### src/hdl/cpdc_pkg.sv
// ----------------------------------------------------------------------------
// cpdc_pkg: shared types and constants of the cascaded PI converter control
// Field widths, register indexes, fixed buck gains and the configuration
// record handed from the register file to the loop stages.
// ----------------------------------------------------------------------------
`default_nettype none

package cpdc_pkg;

   // field widths
   localparam int VIN_W      = 20;
   localparam int VREF_W     = 19;
   localparam int LIM_W      = 31;
   localparam int CMD_W      = 32;
   localparam int CMP_W      = 12;
   localparam int DUTY_W     = 21;
   localparam int SHIFT_W    = 5;
   localparam int KPV_W      = 4;
   localparam int CSR_IDX_W  = 8;
   localparam int CSR_DATA_W = 32;

   // register indexes
   localparam logic [CSR_IDX_W-1:0] CSR_MODE      = CSR_IDX_W'(0);
   localparam logic [CSR_IDX_W-1:0] CSR_VREF      = CSR_IDX_W'(1);
   localparam logic [CSR_IDX_W-1:0] CSR_KI_V      = CSR_IDX_W'(2);
   localparam logic [CSR_IDX_W-1:0] CSR_KP_V      = CSR_IDX_W'(3);
   localparam logic [CSR_IDX_W-1:0] CSR_KI_I      = CSR_IDX_W'(4);
   localparam logic [CSR_IDX_W-1:0] CSR_KP_I      = CSR_IDX_W'(5);
   localparam logic [CSR_IDX_W-1:0] CSR_ILIM      = CSR_IDX_W'(6);
   localparam logic [CSR_IDX_W-1:0] CSR_VINT_LIM  = CSR_IDX_W'(7);

   // converter modes
   localparam logic MODE_BOOST = 1'b0;
   localparam logic MODE_BUCK  = 1'b1;

   // fixed buck gains
   localparam int BUCK_KI_V_MULT  = 50;
   localparam int BUCK_KI_V_SHIFT = 3;
   localparam int BUCK_KP_V_MULT  = 1280;   // 5 * 256
   localparam int BUCK_KI_I_SHIFT = 18;
   localparam int BUCK_KP_I_SHIFT = 10;

   // compare mapping: 1.17 taken as 1198 / 1024
   localparam int CMP_FACTOR     = 1198;
   localparam int CMP_DUTY_SHIFT = 9;
   localparam int CMP_FRAC       = 10;
   localparam int CMP_MAX        = 4095;

   // register reset values
   localparam logic [SHIFT_W-1:0] KI_V_RESET = SHIFT_W'(8);
   localparam logic [KPV_W-1:0]   KP_V_RESET = KPV_W'(9);
   localparam logic [SHIFT_W-1:0] KI_I_RESET = SHIFT_W'(18);
   localparam logic [SHIFT_W-1:0] KP_I_RESET = SHIFT_W'(11);
   localparam logic [LIM_W-1:0]   LIM_RESET  = LIM_W'(1073741824);

   typedef struct packed {
      logic               mode;
      logic [VREF_W-1:0]  vref;
      logic [SHIFT_W-1:0] ki_v;
      logic [KPV_W-1:0]   kp_v;
      logic [SHIFT_W-1:0] ki_i;
      logic [SHIFT_W-1:0] kp_i;
      logic [LIM_W-1:0]   ilim;
      logic [LIM_W-1:0]   vlim;
   } cfg_type;

   typedef struct packed {
      logic               invert;
      logic [SHIFT_W-1:0] ki_shift;
      logic [SHIFT_W-1:0] kp_shift;
   } phase_gain_type;

endpackage

`default_nettype wire

### src/hdl/cpdc_outer.sv
// ----------------------------------------------------------------------------
// cpdc_outer: outer voltage loop
// Voltage error, clamped integrator and clamped current reference.
// ----------------------------------------------------------------------------
`default_nettype none

module cpdc_outer
   import cpdc_pkg::*;
(
   input  wire logic                    clock,
   input  wire logic                    reset,
   input  wire cfg_type                 cfg,
   input  wire logic                    update,
   input  wire logic signed [VIN_W-1:0] voltage,
   output logic signed [CMD_W-1:0]      iref
);

   localparam int ERR_W  = VIN_W + 1;
   localparam int MUL_W  = ERR_W + 7;
   localparam int SUM_W  = CMD_W + 2;
   localparam int PROP_W = CMD_W + 6;

   logic signed [CMD_W-1:0]  vint_ff;
   logic signed [CMD_W-1:0]  vint_in;

   logic signed [ERR_W-1:0]  vref_s;
   logic signed [ERR_W-1:0]  volt_s;
   logic signed [ERR_W-1:0]  err;
   logic signed [MUL_W-1:0]  err50;
   logic signed [SUM_W-1:0]  inc;
   logic signed [SUM_W-1:0]  vsum;
   logic signed [SUM_W-1:0]  vlim_p;
   logic signed [PROP_W-1:0] prop;
   logic signed [PROP_W-1:0] isum;
   logic signed [PROP_W-1:0] ilim_p;

   always_comb begin
      vref_s = signed'({2'b00, cfg.vref});
      volt_s = ERR_W'(voltage);
      err    = (cfg.mode == MODE_BUCK) ? (volt_s - vref_s) : (vref_s - volt_s);
      err50  = MUL_W'(err) * MUL_W'(BUCK_KI_V_MULT);

      if (cfg.mode == MODE_BUCK) begin
         inc  = SUM_W'(err50 >>> BUCK_KI_V_SHIFT);
         prop = PROP_W'(err) * PROP_W'(BUCK_KP_V_MULT);
      end else begin
         inc  = SUM_W'(err >>> cfg.ki_v);
         prop = PROP_W'(err) <<< cfg.kp_v;
      end

      // integrator clamp
      vlim_p = signed'({3'b000, cfg.vlim});
      vsum   = SUM_W'(vint_ff) + inc;
      if (vsum > vlim_p) begin
         vint_in = CMD_W'(vlim_p);
      end else if (vsum < -vlim_p) begin
         vint_in = CMD_W'(-vlim_p);
      end else begin
         vint_in = CMD_W'(vsum);
      end

      // current reference clamp
      ilim_p = signed'({(PROP_W - LIM_W)'(0), cfg.ilim});
      isum   = PROP_W'(vint_in) + prop;
      if (isum > ilim_p) begin
         iref = CMD_W'(ilim_p);
      end else if (isum < -ilim_p) begin
         iref = CMD_W'(-ilim_p);
      end else begin
         iref = CMD_W'(isum);
      end
   end

   always_ff @(posedge clock) begin
      if (reset) begin
         vint_ff <= '0;
      end else if (update) begin
         vint_ff <= vint_in;
      end
   end

   a_vint_hold: assert property (@(posedge clock) disable iff (reset)
      !update |=> $stable(vint_ff))
      else $error("voltage integrator moved without a transaction");

endmodule

`default_nettype wire

### src/hdl/cpdc_phase.sv
// ----------------------------------------------------------------------------
// cpdc_phase: inner current loop of one phase
// Current error, clamped integrator, clamped duty and PWM compare mapping.
// ----------------------------------------------------------------------------
`default_nettype none

module cpdc_phase
   import cpdc_pkg::*;
#(
   parameter int DUTY_MAX   = 1048576,
   parameter int DUTY_MIN   = 0,
   parameter int PWM_PERIOD = 2399
) (
   input  wire logic                    clock,
   input  wire logic                    reset,
   input  wire phase_gain_type          gain,
   input  wire logic                    update,
   input  wire logic signed [CMD_W-1:0] iref,
   input  wire logic signed [VIN_W-1:0] current,
   output logic [CMP_W-1:0]             compare
);

   localparam int E_W   = CMD_W + 2;
   localparam int E15_W = E_W + 4;
   localparam int SUM_W = E15_W + 2;
   localparam int N_W   = 23;
   localparam int TOT_W = 28;
   localparam int Q_W   = TOT_W - 1 - CMP_FRAC;

   localparam logic signed [SUM_W-1:0] DMAX = SUM_W'(DUTY_MAX);
   localparam logic signed [SUM_W-1:0] DMIN = SUM_W'(DUTY_MIN);
   localparam logic signed [TOT_W-1:0] PERIOD_SCALED = TOT_W'(PWM_PERIOD * 1024);

   logic [DUTY_W-1:0]        pint_ff;
   logic [DUTY_W-1:0]        pint_in;

   logic signed [E_W-1:0]    meas;
   logic signed [E_W-1:0]    ref_e;
   logic signed [E_W-1:0]    e;
   logic signed [E15_W-1:0]  e15;
   logic signed [SUM_W-1:0]  psum;
   logic signed [SUM_W-1:0]  pclamp;
   logic signed [SUM_W-1:0]  dsum;
   logic signed [SUM_W-1:0]  dclamp;
   logic [DUTY_W-1:0]        duty;
   logic [CMP_W-1:0]         duty_hi;
   logic [N_W-1:0]           n;
   logic signed [TOT_W-1:0]  total;
   logic [Q_W-1:0]           q;

   always_comb begin
      meas  = E_W'(current) <<< 10;
      ref_e = E_W'(iref);
      e     = gain.invert ? (meas - ref_e) : (ref_e - meas);
      e15   = (E15_W'(e) <<< 4) - E15_W'(e);

      // integrator clamp, the minimum wins over the maximum
      psum   = SUM_W'(signed'({1'b0, pint_ff})) + SUM_W'(e15 >>> gain.ki_shift);
      pclamp = (psum > DMAX) ? DMAX : psum;
      if (pclamp < DMIN) begin
         pclamp = DMIN;
      end
      pint_in = DUTY_W'(pclamp);

      dsum   = SUM_W'(signed'({1'b0, pint_in})) + SUM_W'(e >>> gain.kp_shift);
      dclamp = (dsum > DMAX) ? DMAX : dsum;
      if (dclamp < DMIN) begin
         dclamp = DMIN;
      end
      duty = DUTY_W'(dclamp);

      // compare = (period*1024 - (duty>>9)*1198) / 1024, saturated
      duty_hi = CMP_W'(duty >> CMP_DUTY_SHIFT);
      n       = N_W'(duty_hi) * N_W'(CMP_FACTOR);
      total   = PERIOD_SCALED - signed'(TOT_W'(n));
      q       = total[TOT_W-2:CMP_FRAC];
      if (total <= 0) begin
         compare = '0;
      end else if (q > Q_W'(CMP_MAX)) begin
         compare = CMP_W'(CMP_MAX);
      end else begin
         compare = q[CMP_W-1:0];
      end
   end

   always_ff @(posedge clock) begin
      if (reset) begin
         pint_ff <= '0;
      end else if (update) begin
         pint_ff <= pint_in;
      end
   end

   a_pint_hold: assert property (@(posedge clock) disable iff (reset)
      !update |=> $stable(pint_ff))
      else $error("phase integrator moved without a transaction");

   a_pint_floor: assert property (@(posedge clock) disable iff (reset)
      update |=> (pint_ff >= DUTY_W'(DUTY_MIN)))
      else $error("phase integrator below duty minimum after update");

endmodule

`default_nettype wire

### src/hdl/cascaded_pi_dc_converter_control.sv
// ----------------------------------------------------------------------------
// cascaded_pi_dc_converter_control: cascaded PI voltage/current control
// Outer voltage loop feeding three inner phase current loops with PWM
// compare outputs, behind a streaming sample port and a register port.
//
//   channel  dir  handshake             payload
//   req_     in   req_tvalid/tready     req_tdata: voltage, currents a, b, c
//   rsp_     out  rsp_tvalid/tready     rsp_tdata: command, compares a, b, c
//   csr_     in   csr_valid/ready       csr_index, csr_data
//
// one transaction per cycle sustained while rsp_tready stays high; rsp_tvalid
// rises once a sample has passed the input, outer and result registers
// stages: input register, outer loop (voltage integrator), inner loops
// (phase integrators and compare mapping) into the result register
// a stall on rsp_ holds each full stage; req_tready drops once all are full
// reset restores register defaults and clears all integrators at once
// csr_ready is always high
// ----------------------------------------------------------------------------
`default_nettype none

module cascaded_pi_dc_converter_control
   import cpdc_pkg::*;
#(
   parameter int DUTY_LIMIT_MAX = 1048576,
   parameter int DUTY_LIMIT_MIN = 0,
   parameter int PWM_PERIOD     = 2399
) (
   input  wire logic                  clock,
   input  wire logic                  reset,

   input  wire logic                  req_tvalid,
   output logic                       req_tready,
   // [19:0] output_voltage, [39:20] phase_current_a,
   // [59:40] phase_current_b, [79:60] phase_current_c
   input  wire logic [79:0]           req_tdata,

   output logic                       rsp_tvalid,
   input  wire logic                  rsp_tready,
   // [31:0] current_command, [43:32] compare_a, [55:44] compare_b,
   // [67:56] compare_c, [71:68] zero
   output logic [71:0]                rsp_tdata,

   input  wire logic                  csr_valid,
   output logic                       csr_ready,
   input  wire logic [CSR_IDX_W-1:0]  csr_index,
   input  wire logic [CSR_DATA_W-1:0] csr_data
);

   localparam int NPH = 3;

   cfg_type cfg_ff;
   cfg_type cfg_in;

   logic                    s1_valid_ff, s1_valid_in;
   logic signed [VIN_W-1:0] s1_voltage_ff, s1_voltage_in;
   logic signed [VIN_W-1:0] s1_current_ff [NPH];
   logic signed [VIN_W-1:0] s1_current_in [NPH];

   logic                    s2_valid_ff, s2_valid_in;
   logic signed [CMD_W-1:0] s2_iref_ff, s2_iref_in;
   logic signed [VIN_W-1:0] s2_current_ff [NPH];
   logic signed [VIN_W-1:0] s2_current_in [NPH];

   logic                    rsp_valid_ff, rsp_valid_in;
   logic signed [CMD_W-1:0] rsp_cmd_ff, rsp_cmd_in;
   logic [CMP_W-1:0]        rsp_cmp_ff [NPH];
   logic [CMP_W-1:0]        rsp_cmp_in [NPH];

   logic [CMP_W-1:0]        cmp [NPH];
   phase_gain_type          gain;

   logic out_open, s2_open, s1_open;
   logic s1_fire, s2_fire, req_fire;

   // register file
   assign csr_ready = 1'b1;

   always_comb begin
      cfg_in = cfg_ff;
      if (csr_valid) begin
         unique case (csr_index)
            CSR_MODE:     cfg_in.mode = csr_data[0];
            CSR_VREF:     cfg_in.vref = csr_data[VREF_W-1:0];
            CSR_KI_V:     cfg_in.ki_v = csr_data[SHIFT_W-1:0];
            CSR_KP_V:     cfg_in.kp_v = csr_data[KPV_W-1:0];
            CSR_KI_I:     cfg_in.ki_i = csr_data[SHIFT_W-1:0];
            CSR_KP_I:     cfg_in.kp_i = csr_data[SHIFT_W-1:0];
            CSR_ILIM:     cfg_in.ilim = csr_data[LIM_W-1:0];
            CSR_VINT_LIM: cfg_in.vlim = csr_data[LIM_W-1:0];
            default:      cfg_in = cfg_ff;
         endcase
      end
   end

   always_ff @(posedge clock) begin
      if (reset) begin
         cfg_ff.mode <= MODE_BOOST;
         cfg_ff.vref <= '0;
         cfg_ff.ki_v <= KI_V_RESET;
         cfg_ff.kp_v <= KP_V_RESET;
         cfg_ff.ki_i <= KI_I_RESET;
         cfg_ff.kp_i <= KP_I_RESET;
         cfg_ff.ilim <= LIM_RESET;
         cfg_ff.vlim <= LIM_RESET;
      end else begin
         cfg_ff <= cfg_in;
      end
   end

   // pipeline flow
   always_comb begin
      out_open   = !rsp_valid_ff || rsp_tready;
      s2_open    = !s2_valid_ff || out_open;
      s1_open    = !s1_valid_ff || s2_open;
      s2_fire    = s2_valid_ff && out_open;
      s1_fire    = s1_valid_ff && s2_open;
      req_tready = s1_open;
      req_fire   = req_tvalid && s1_open;
   end

   cpdc_outer u_outer (
      .clock   (clock),
      .reset   (reset),
      .cfg     (cfg_ff),
      .update  (s1_fire),
      .voltage (s1_voltage_ff),
      .iref    (s2_iref_in)
   );

   always_comb begin
      gain.invert   = (cfg_ff.mode == MODE_BUCK);
      gain.ki_shift = (cfg_ff.mode == MODE_BUCK) ? SHIFT_W'(BUCK_KI_I_SHIFT) : cfg_ff.ki_i;
      gain.kp_shift = (cfg_ff.mode == MODE_BUCK) ? SHIFT_W'(BUCK_KP_I_SHIFT) : cfg_ff.kp_i;
   end

   for (genvar k = 0; k < NPH; k++) begin : g_phase
      cpdc_phase #(
         .DUTY_MAX   (DUTY_LIMIT_MAX),
         .DUTY_MIN   (DUTY_LIMIT_MIN),
         .PWM_PERIOD (PWM_PERIOD)
      ) u_phase (
         .clock   (clock),
         .reset   (reset),
         .gain    (gain),
         .update  (s2_fire),
         .iref    (s2_iref_ff),
         .current (s2_current_ff[k]),
         .compare (cmp[k])
      );
   end

   always_comb begin
      s1_valid_in   = s1_open ? req_tvalid : s1_valid_ff;
      s1_voltage_in = req_fire ? signed'(req_tdata[19:0]) : s1_voltage_ff;
      s2_valid_in   = s2_open ? s1_valid_ff : s2_valid_ff;
      rsp_valid_in  = out_open ? s2_valid_ff : rsp_valid_ff;
      rsp_cmd_in    = s2_fire ? s2_iref_ff : rsp_cmd_ff;
      for (int k = 0; k < NPH; k++) begin
         s1_current_in[k] = req_fire ? signed'(req_tdata[VIN_W*(k+1) +: VIN_W])
                                     : s1_current_ff[k];
         s2_current_in[k] = s1_fire ? s1_current_ff[k] : s2_current_ff[k];
         rsp_cmp_in[k]    = s2_fire ? cmp[k] : rsp_cmp_ff[k];
      end
   end

   always_ff @(posedge clock) begin
      if (reset) begin
         s1_valid_ff  <= 1'b0;
         s2_valid_ff  <= 1'b0;
         rsp_valid_ff <= 1'b0;
      end else begin
         s1_valid_ff  <= s1_valid_in;
         s2_valid_ff  <= s2_valid_in;
         rsp_valid_ff <= rsp_valid_in;
      end
   end

   always_ff @(posedge clock) begin
      s1_voltage_ff <= s1_voltage_in;
      s1_current_ff <= s1_current_in;
      s2_iref_ff    <= s1_fire ? s2_iref_in : s2_iref_ff;
      s2_current_ff <= s2_current_in;
      rsp_cmd_ff    <= rsp_cmd_in;
      rsp_cmp_ff    <= rsp_cmp_in;
   end

   assign rsp_tvalid = rsp_valid_ff;
   assign rsp_tdata  = {4'b0000, rsp_cmp_ff[2], rsp_cmp_ff[1], rsp_cmp_ff[0], rsp_cmd_ff};

   a_s1_to_s2: assert property (@(posedge clock) disable iff (reset)
      s1_fire |=> s2_valid_ff)
      else $error("outer stage transaction lost");

   a_s2_to_rsp: assert property (@(posedge clock) disable iff (reset)
      s2_fire |=> rsp_tvalid)
      else $error("inner stage transaction lost");

endmodule

`default_nettype wire
### config.mk
export PLATFORM = sky130hd
export DESIGN_NAME = cascaded_pi_dc_converter_control
export DESIGN_NICKNAME = d
export VERILOG_FILES = /design/src/hdl/cpdc_pkg.sv /design/src/hdl/cpdc_outer.sv /design/src/hdl/cpdc_phase.sv /design/src/hdl/cascaded_pi_dc_converter_control.sv
export SDC_FILE = /design/constraint.sdc
export NUM_CORES = 2
export LEC_CHECK = 0
export ABC_AREA = 1
export BUFFER_PORTS_ARGS = -buffer_cell sky130_fd_sc_hd__clkbuf_2
export CAP_MARGIN = 20
export CORE_MARGIN = 2
export CORE_UTILIZATION = 40
export CTS_CLUSTER_DIAMETER = 60
export DETAILED_ROUTE_END_ITERATION = 6
export PLACE_DENSITY = 0.53
export SYNTH_ARGS = -nofsm -noshare
export SYNTH_HDL_FRONTEND = slang
export SYNTH_SLANG_ARGS = --single-unit
### constraint.sdc
create_clock -name clock -period 24.5 [get_ports clock]
set_clock_uncertainty 0.1 [all_clocks]
set_input_delay 1.225 -clock clock [delete_from_list [all_inputs] [get_ports clock]]
set_output_delay 1.225 -clock clock [all_outputs]
set_load 0.01 [all_outputs]
## Word level (Yosys, flattened, before mapping)

Cells that the tools add are included.

| word-level totals | value |
|---|---|
| bits in registers | 439 |
| input bits | 125 |
| output and inout bits | 75 |

| operators by class | value |
|---|---|
| add/sub/neg operators | 24 |
| multiply operators | 5 |
| magnitude comparators | 22 |
| equality and inequality tests | 7 |
| shift-type cells | 8 |
| muxes and demuxes | 27 |
| reductions and logical operators | 18 |

Operators by type and width:

| cell | count |
|---|---|
| 22-bit by 40-bit adder with 40-bit output | 6 |
| 40-bit by 22-bit > comparator with 1-bit output, second input constant | 6 |
| 40-bit by 1-bit less-than comparator with 1-bit output, second input constant | 6 |
| 40-bit two-way mux | 6 |
| 21-bit two-way mux | 7 |
| 34-bit two-way mux | 4 |
| 34-bit by 5-bit >>> shifter with 40-bit output | 3 |
| 38-bit by 5-bit >>> shifter with 40-bit output | 3 |
| 38-bit by 34-bit subtractor with 38-bit output | 3 |
| 30-bit by 32-bit subtractor with 33-bit output | 3 |
| 32-bit by 30-bit subtractor with 33-bit output | 3 |
| 32-bit two-way mux | 3 |
| 24-bit by 1-bit less-or-equal comparator with 1-bit output, second input constant | 3 |
| 22-bit by 23-bit subtractor with 24-bit output, first input constant | 3 |
| 12-bit by 10-bit multiplier with 22-bit output, second input constant | 3 |
| 17-bit by 12-bit > comparator with 1-bit output, second input constant | 3 |
| 20-bit by 20-bit subtractor with 21-bit output | 2 |
| 32-bit by 38-bit adder with 38-bit output | 1 |
| 38-bit by 32-bit > comparator with 1-bit output | 1 |
| 38-bit less-than comparator | 1 |
| 38-bit two-way mux | 1 |
| 31-bit negation with 38-bit output | 1 |
| 21-bit by 4-bit <<< shifter with 38-bit output | 1 |
| 12-bit two-way mux | 3 |
| other kinds (17) | 35 |

## Longest topological paths before layout

| logic depth | value |
|---|---|
| depth in word-level cells | 18 |
| mapped depth | 132 |

## By module

From an unflattened synthesis, not the netlist that was laid out.

| unflattened totals | value |
|---|---|
| cells, all modules | 13416 |
| area total of the unflattened synthesis | 81645.8 µm² |

By module, submodules not included:

| module | instances | cells an instance | area an instance (µm²) | seq. area each (µm²) |
|---|---|---|---|---|
| cpdc_phase at g_phase[0].u_phase ... | 2 | 3081 | 16953.8 | 420.4 |
| cpdc_outer | 1 | 3332 | 19419.9 | 640.6 |
| cpdc_phase at g_phase[2].u_phase | 1 | 3043 | 16657.2 | 420.4 |
| cascaded_pi_dc_converter_control | 1 | 879 | 11661.2 | 9288.9 |

## Worst setup path after synthesis

Ideal clock, no wire load.

| path | value |
|---|---|
| kind | flip-flop to flip-flop |
| from | reg cfg_ff[100] (netlist bit) |
| to | reg rsp_cmp_ff (netlist bit rsp_tdata[39]) (data pin) |
| setup time | 255 ps |
| data arrival time | 16915 ps |
| data required time | 24145 ps |
| setup slack | 7230 ps |
| stages on the path, launching flop included | 117 |
| cell sequence | dfxtp_1 > inv_2 > buf_4 > clkbuf_1 > buf_1 > clkbuf_1 > clkbuf_1 > clkbuf_1 > o21ai_0 > nand2_1 > inv_1 > ha_1 > a21oi_1 > inv_1 > a21oi_1 > nand2_1 > a21oi_1 > o21ai_2 > (+81 left out) > a21o_1 > a21oi_1 > nor2_1 > o21ai_0 > nand2_1 > xor2_1 > a21oi_1 > inv_1 > nand2_1 > nor3_1 > nand2_1 > nor2_1 > nand3_1 > nor2_1 > nand4_1 > nand2_1 > buf_4 > nor2_1 |

| on the way | value |
|---|---|
| longest elaborated chain between the ends | 17 |
| elaborated cells between the ends (all ways) | 21 |

Ends and longest elaborated chain:

| what | line | text |
|---|---|---|
| from (decl) | cascaded_pi_dc_converter_control.sv:51 | `cfg_type cfg_ff;` |
| from (signal assigned) | cascaded_pi_dc_converter_control.sv:106 | `cfg_ff <= cfg_in;` |
| 34-bit two-way mux | cpdc_phase.sv:54 | `e = gain.invert ? (meas - ref_e) : (ref_e - meas);` |
| 38-bit by 34-bit subtractor with 38-bit output | cpdc_phase.sv:55 | `e15 = (E15_W'(e) <<< 4) - E15_W'(e);` |
| 38-bit by 5-bit >>> shifter with 40-bit output * | cpdc_phase.sv:58 | `psum = SUM_W'(signed'({1'b0, pint_ff})) + SUM_W'(e15 >>> gain.ki_shift);` |
| 22-bit by 40-bit adder with 40-bit output * | cpdc_phase.sv:58 |  |
| 40-bit by 22-bit > comparator with 1-bit output | cpdc_phase.sv:59 | `pclamp = (psum > DMAX) ? DMAX : psum;` |
| 40-bit two-way mux * | cpdc_phase.sv:59 |  |
| 40-bit by 1-bit less-than comparator with 1-bit output | cpdc_phase.sv:60 | `if (pclamp < DMIN) begin` |
| 21-bit two-way mux * | cpdc_phase.sv:60 |  |
| via g_phase[0].u_phase.pclamp[0] | cpdc_phase.sv:42 | `logic signed [SUM_W-1:0] pclamp;` |
| (+1 left out) | n/a |  |
| 40-bit by 22-bit > comparator with 1-bit output | cpdc_phase.sv:66 | `dclamp = (dsum > DMAX) ? DMAX : dsum;` |
| 40-bit two-way mux * | cpdc_phase.sv:66 |  |
| 40-bit by 1-bit less-than comparator with 1-bit output | cpdc_phase.sv:67 | `if (dclamp < DMIN) begin` |
| 21-bit two-way mux * | cpdc_phase.sv:67 |  |
| 12-bit by 10-bit multiplier with 22-bit output * | cpdc_phase.sv:74 | `n = N_W'(duty_hi) * N_W'(CMP_FACTOR);` |
| 22-bit by 23-bit subtractor with 24-bit output * | cpdc_phase.sv:75 | `total = PERIOD_SCALED - signed'(TOT_W'(n));` |
| 17-bit by 12-bit > comparator with 1-bit output | cpdc_phase.sv:79 | `end else if (q > Q_W'(CMP_MAX)) begin` |
| 12-bit two-way mux | cpdc_phase.sv:79 |  |
| to (signal assigned) | cascaded_pi_dc_converter_control.sv:184 | `rsp_cmp_ff <= rsp_cmp_in;` |
| to (decl) | cascaded_pi_dc_converter_control.sv:66 | `logic [CMP_W-1:0] rsp_cmp_ff [NPH];` |

The timed path passes the listed nets; every way through them passes the cells marked *.
A chain may end at the register's enable or synchronous reset.

## Final worst setup path

| path | value |
|---|---|
| from | reg s2_iref_ff[0] |
| to | reg rsp_cmp_ff (netlist bit rsp_tdata[34]) (data pin) |

| on the way | value |
|---|---|
| longest elaborated chain between the ends | 18 |
| elaborated cells between the ends (all ways) | 21 |

Ends and longest elaborated chain:

| what | line | text |
|---|---|---|
| from (decl) | cascaded_pi_dc_converter_control.sv:60 | `logic signed [CMD_W-1:0] s2_iref_ff, s2_iref_in;` |
| from (signal assigned) | cascaded_pi_dc_converter_control.sv:181 | `s2_iref_ff <= s1_fire ? s2_iref_in : s2_iref_ff;` |
| 32-bit by 30-bit subtractor with 33-bit output or 30-bit by 32-bit subtractor with 33-bit output (tied branches) | cpdc_phase.sv:54 |  |
| 34-bit two-way mux * | cpdc_phase.sv:54 |  |
| 38-bit by 34-bit subtractor with 38-bit output * | cpdc_phase.sv:55 |  |
| 38-bit by 5-bit >>> shifter with 40-bit output * | cpdc_phase.sv:58 |  |
| 22-bit by 40-bit adder with 40-bit output * | cpdc_phase.sv:58 |  |
| 40-bit by 22-bit > comparator with 1-bit output | cpdc_phase.sv:59 |  |
| 40-bit two-way mux * | cpdc_phase.sv:59 |  |
| 40-bit by 1-bit less-than comparator with 1-bit output | cpdc_phase.sv:60 |  |
| (+1 left out) | n/a |  |
| via g_phase[0].u_phase.pclamp[0] | cpdc_phase.sv:42 |  |
| (+1 left out) | n/a |  |
| 40-bit by 22-bit > comparator with 1-bit output | cpdc_phase.sv:66 |  |
| 40-bit two-way mux * | cpdc_phase.sv:66 |  |
| 40-bit by 1-bit less-than comparator with 1-bit output | cpdc_phase.sv:67 |  |
| 21-bit two-way mux * | cpdc_phase.sv:67 |  |
| 12-bit by 10-bit multiplier with 22-bit output * | cpdc_phase.sv:74 |  |
| 22-bit by 23-bit subtractor with 24-bit output * | cpdc_phase.sv:75 |  |
| 17-bit by 12-bit > comparator with 1-bit output | cpdc_phase.sv:79 |  |
| 12-bit two-way mux | cpdc_phase.sv:79 |  |

Marks and branches as above.

==> out/results.tsv <==
stage	metric	value	unit
run_status	status	finished with violations	
run_status	violations	DRC	
final_layout	layout.cells.non_filler	13748	
clock_tree	holdBufCountCts	0	
synth	synth_edf_count	240	
synth	async_flop_share	0	
detailed_routing	antenna_left	0	
worst_setup_path	crit_buf_inv	10	
clock_tree	root_buffer	clkbuf_16	
worst_setup_path	critPathRequiredTime	24820	ps
timing	fmax	45.2	MHz
detailed_routing	drc	8	
die	dieHeight	429	um
final_layout	area.growth.synth_to_final	7.36	%
die	rows	155	
worst_setup_path	end_kind	flop	
die	start_util	0.404	
detailed_routing	drt-total-wl	278	mm
timing	fin_crit	22100	ps
clock_tree	cts_buffer_depth	3	
timing	layout_worst_path_cycle_share	0.902	
synth	ys_seq_area_frac	0.155	
synth	yosysWarnings	0	
clock_tree	postCtsSetupBuffers	0	
timing	worstMarginPinSlew	1230	ps
global_routing	antenna_found_initial	9	
timing	holdWs	306	ps
clock_tree	clock_latency	720	ps
synth	synth_top_area_share	0.159	
worst_setup_path	crit_family	simple AND/OR/NAND/NOR gates	
synth	syn_area	0.0722	mm2
worst_setup_path	slowest_delay	800	ps
synth	syn_avg_cell_area	6.35	um2
place	dpl.hpwl	231	mm
worst_setup_path	crit_top_cell	nand2_1	
synth	synthFlopType	edfxtp_1	
die	die-area	0.184	mm2
worst_setup_path	worstSetupStartpointType	flop	
detailed_routing	dr_total_vias	75359	
worst_setup_path	worstPathArrival	22420	ps
final_layout	layout.nets	12504	
timing	drv_slew	0	
clock_tree	cts_resized	0	
timing	final_hold_viol_count	0	
detailed_routing	via_per_inst	5.48	
timing	fin_tns_setup	0	ps
synth	syn_inst	11370	
clock_tree	clk_pin_slew	60	ps
final_layout	final_common_cell	nand2_1	
final_layout	fin_area	0.0775	mm2
final_layout	drive_above_1_share	0.0614	
global_routing	grt_usage	0.294	
die	placeableCoreArea	0.179	mm2
clock_tree	cts_sinks	439	
die	io_pins	200	
flow_run	cap_violations	0	
place	gp_congestion	0.990	
place	place_area	0.0751	mm2
clock_tree	numCtsBuffers	72	
worst_setup_path	slowest_stage	xor2_1	
global_routing	grt_start_max_net_pins	162	
synth	synth.distinct_cells	76	
die	die_w	429	um
detailed_routing	dr.pass1.iters	7	
clock_tree	htree_levels	3	
place	portBuffers	193	
synth	ys_top_cells_by_area	ha_1 (16%), nand2_1 (14%), edfxtp_1 (10%), inv_1 (7.9%), o21ai_0 (7.3%)	
worst_setup_path	crit_fanout	20	
place	dp.cells	13613	
worst_hold_path	min_path_type	reg -> reg	
worst_setup_path	crit_type	reg -> reg	
global_routing	grt_pass1_wl	423	mm
synth	ys_seq_elements	439	
synth	yosysTopAreaCell	ha_1	
timing	finalSetupViolCount	0	
global_routing	grt_pass1_vias	70964	
timing	rsz0062_at_grt	no	
timing	relSlewSlack	0.178	
detailed_routing	post_drt_wl_per_cell	20.2	um
global_routing	grt_overflow	0	
final_layout	final_cell_mix	nand2_1 (2,716), inv_1 (1,511), o21ai_0 (1,052)	
detailed_routing	first_iter_violations	6809	
clock_tree	cts_tree	built	
## through the flow
step / setup WS [ps] / utilization
final: 2400 / 0.433
after global routing: 246 / 0.433
after CTS: 2350 / 0.433
after detailed placement: 2410 / 0.420
after global placement: 2650 / 0.420
after floorplan: 7230 / -
## worst reg2reg max path: cells and delay by family (launching register included)
kind | cells | cell delay [ps]
adders and majority gates | 12 | 4530
DFF | 1 | 540
buffers and inverters | 10 | 930
AOI/OAI and AO/OA | 30 | 5760
xor gates and xnor gates | 4 | 1490
and+or+nand+nor | 61 | 8450
## final cells by class
| type | instances | area (um2) |
|---|---|---|
| Timing Repair Buffer | 246 | 1410 |
| Antenna cell | 4 | 10.0 |
| Fill cell | 19399 | 101000 |
| Tap cell | 2355 | 2950 |
| Inverter | 1586 | 5960 |
| Multi-Input combinational cell | 8989 | 53600 |
| Clock inverter | 41 | 433 |
| Clock buffer | 88 | 1940 |
| Sequential cell | 439 | 11200 |
## flip-flops by register name, indices dropped and copies added (netlist names)
name and flops:
s2_current_ff 60, s1_current_ff 60, rsp_tvalid 1, s2_valid_ff 1
g_phase.u_phase.pint_ff 63, cfg_ff 101, s1_valid_ff 1, rsp_tdata 36
s2_iref_ff 32, u_outer.vint_ff 32, s1_voltage_ff 20, rsp_cmd_ff 32
## kinds of logic (layout without fill, tap and decap cells)
| logic type | count (synthesis) | after routing | synth area share |
|---|---|---|---|
| AO/OA/AOI/OAI | 2561 | 2561 | 0.196 |
| XOR/XNOR | 467 | 467 | 0.0568 |
| adder cells (fa/ha/maj) | 1045 | 1045 | 0.195 |
| buffers and inverters | 1945 | 1961 | 0.104 |
| flip-flops | 439 | 439 | 0.155 |
| multiplexers | 36 | 36 | 0.00499 |
| other | 2 | 9 | 0.000104 |
| AND/OR/NAND/NOR | 4875 | 4875 | 0.289 |
## routing by layer
| layer | share of wire | up-vias | track usage |
|---|---|---|---|
| li1 | - | 37781 | - |
| met1 | 0.47 | 35140 | 0.410 |
| met2 | 0.44 | 2096 | 0.468 |
| met3 | 0.061 | 340 | 0.0380 |
| met4 | 0.034 | 2 | 0.0958 |
| met5 | 0.000072 | - | 0 |
## worst paths after layout
path | from | cells after the start | slack, ps | endpoint
setup / recovery | s2_iref_ff[0] | 117 | 2400 | rsp_tdata[34]
hold / removal | s1_current_ff[36] | 0 | 310 | s2_current_ff[36]
setup reg to reg | s2_iref_ff[0] | 117 | 2400 | rsp_tdata[34]
hold reg to reg | s1_current_ff[36] | 0 | 310 | s2_current_ff[36]
## synthesized netlist by cell type (all sizes together) (34+ instances only)
cell	n
a31oi	82
buf	132
nand2	2789
clkbuf	226
o21bai	65
a21oi	941
mux2i	36
nand4	116
o21ai	1147
fa	129
nor3	108
inv	1571
ha	916
nor2	926
o211ai	81
dfxtp	199
o221ai	36
xnor2	134
o22ai	34
xor2	333
edfxtp	240
nand3	830
Power is left out: the tool's default activity adds up to more than one toggle a clock period on the data nets, which glitch-free logic cannot reach.
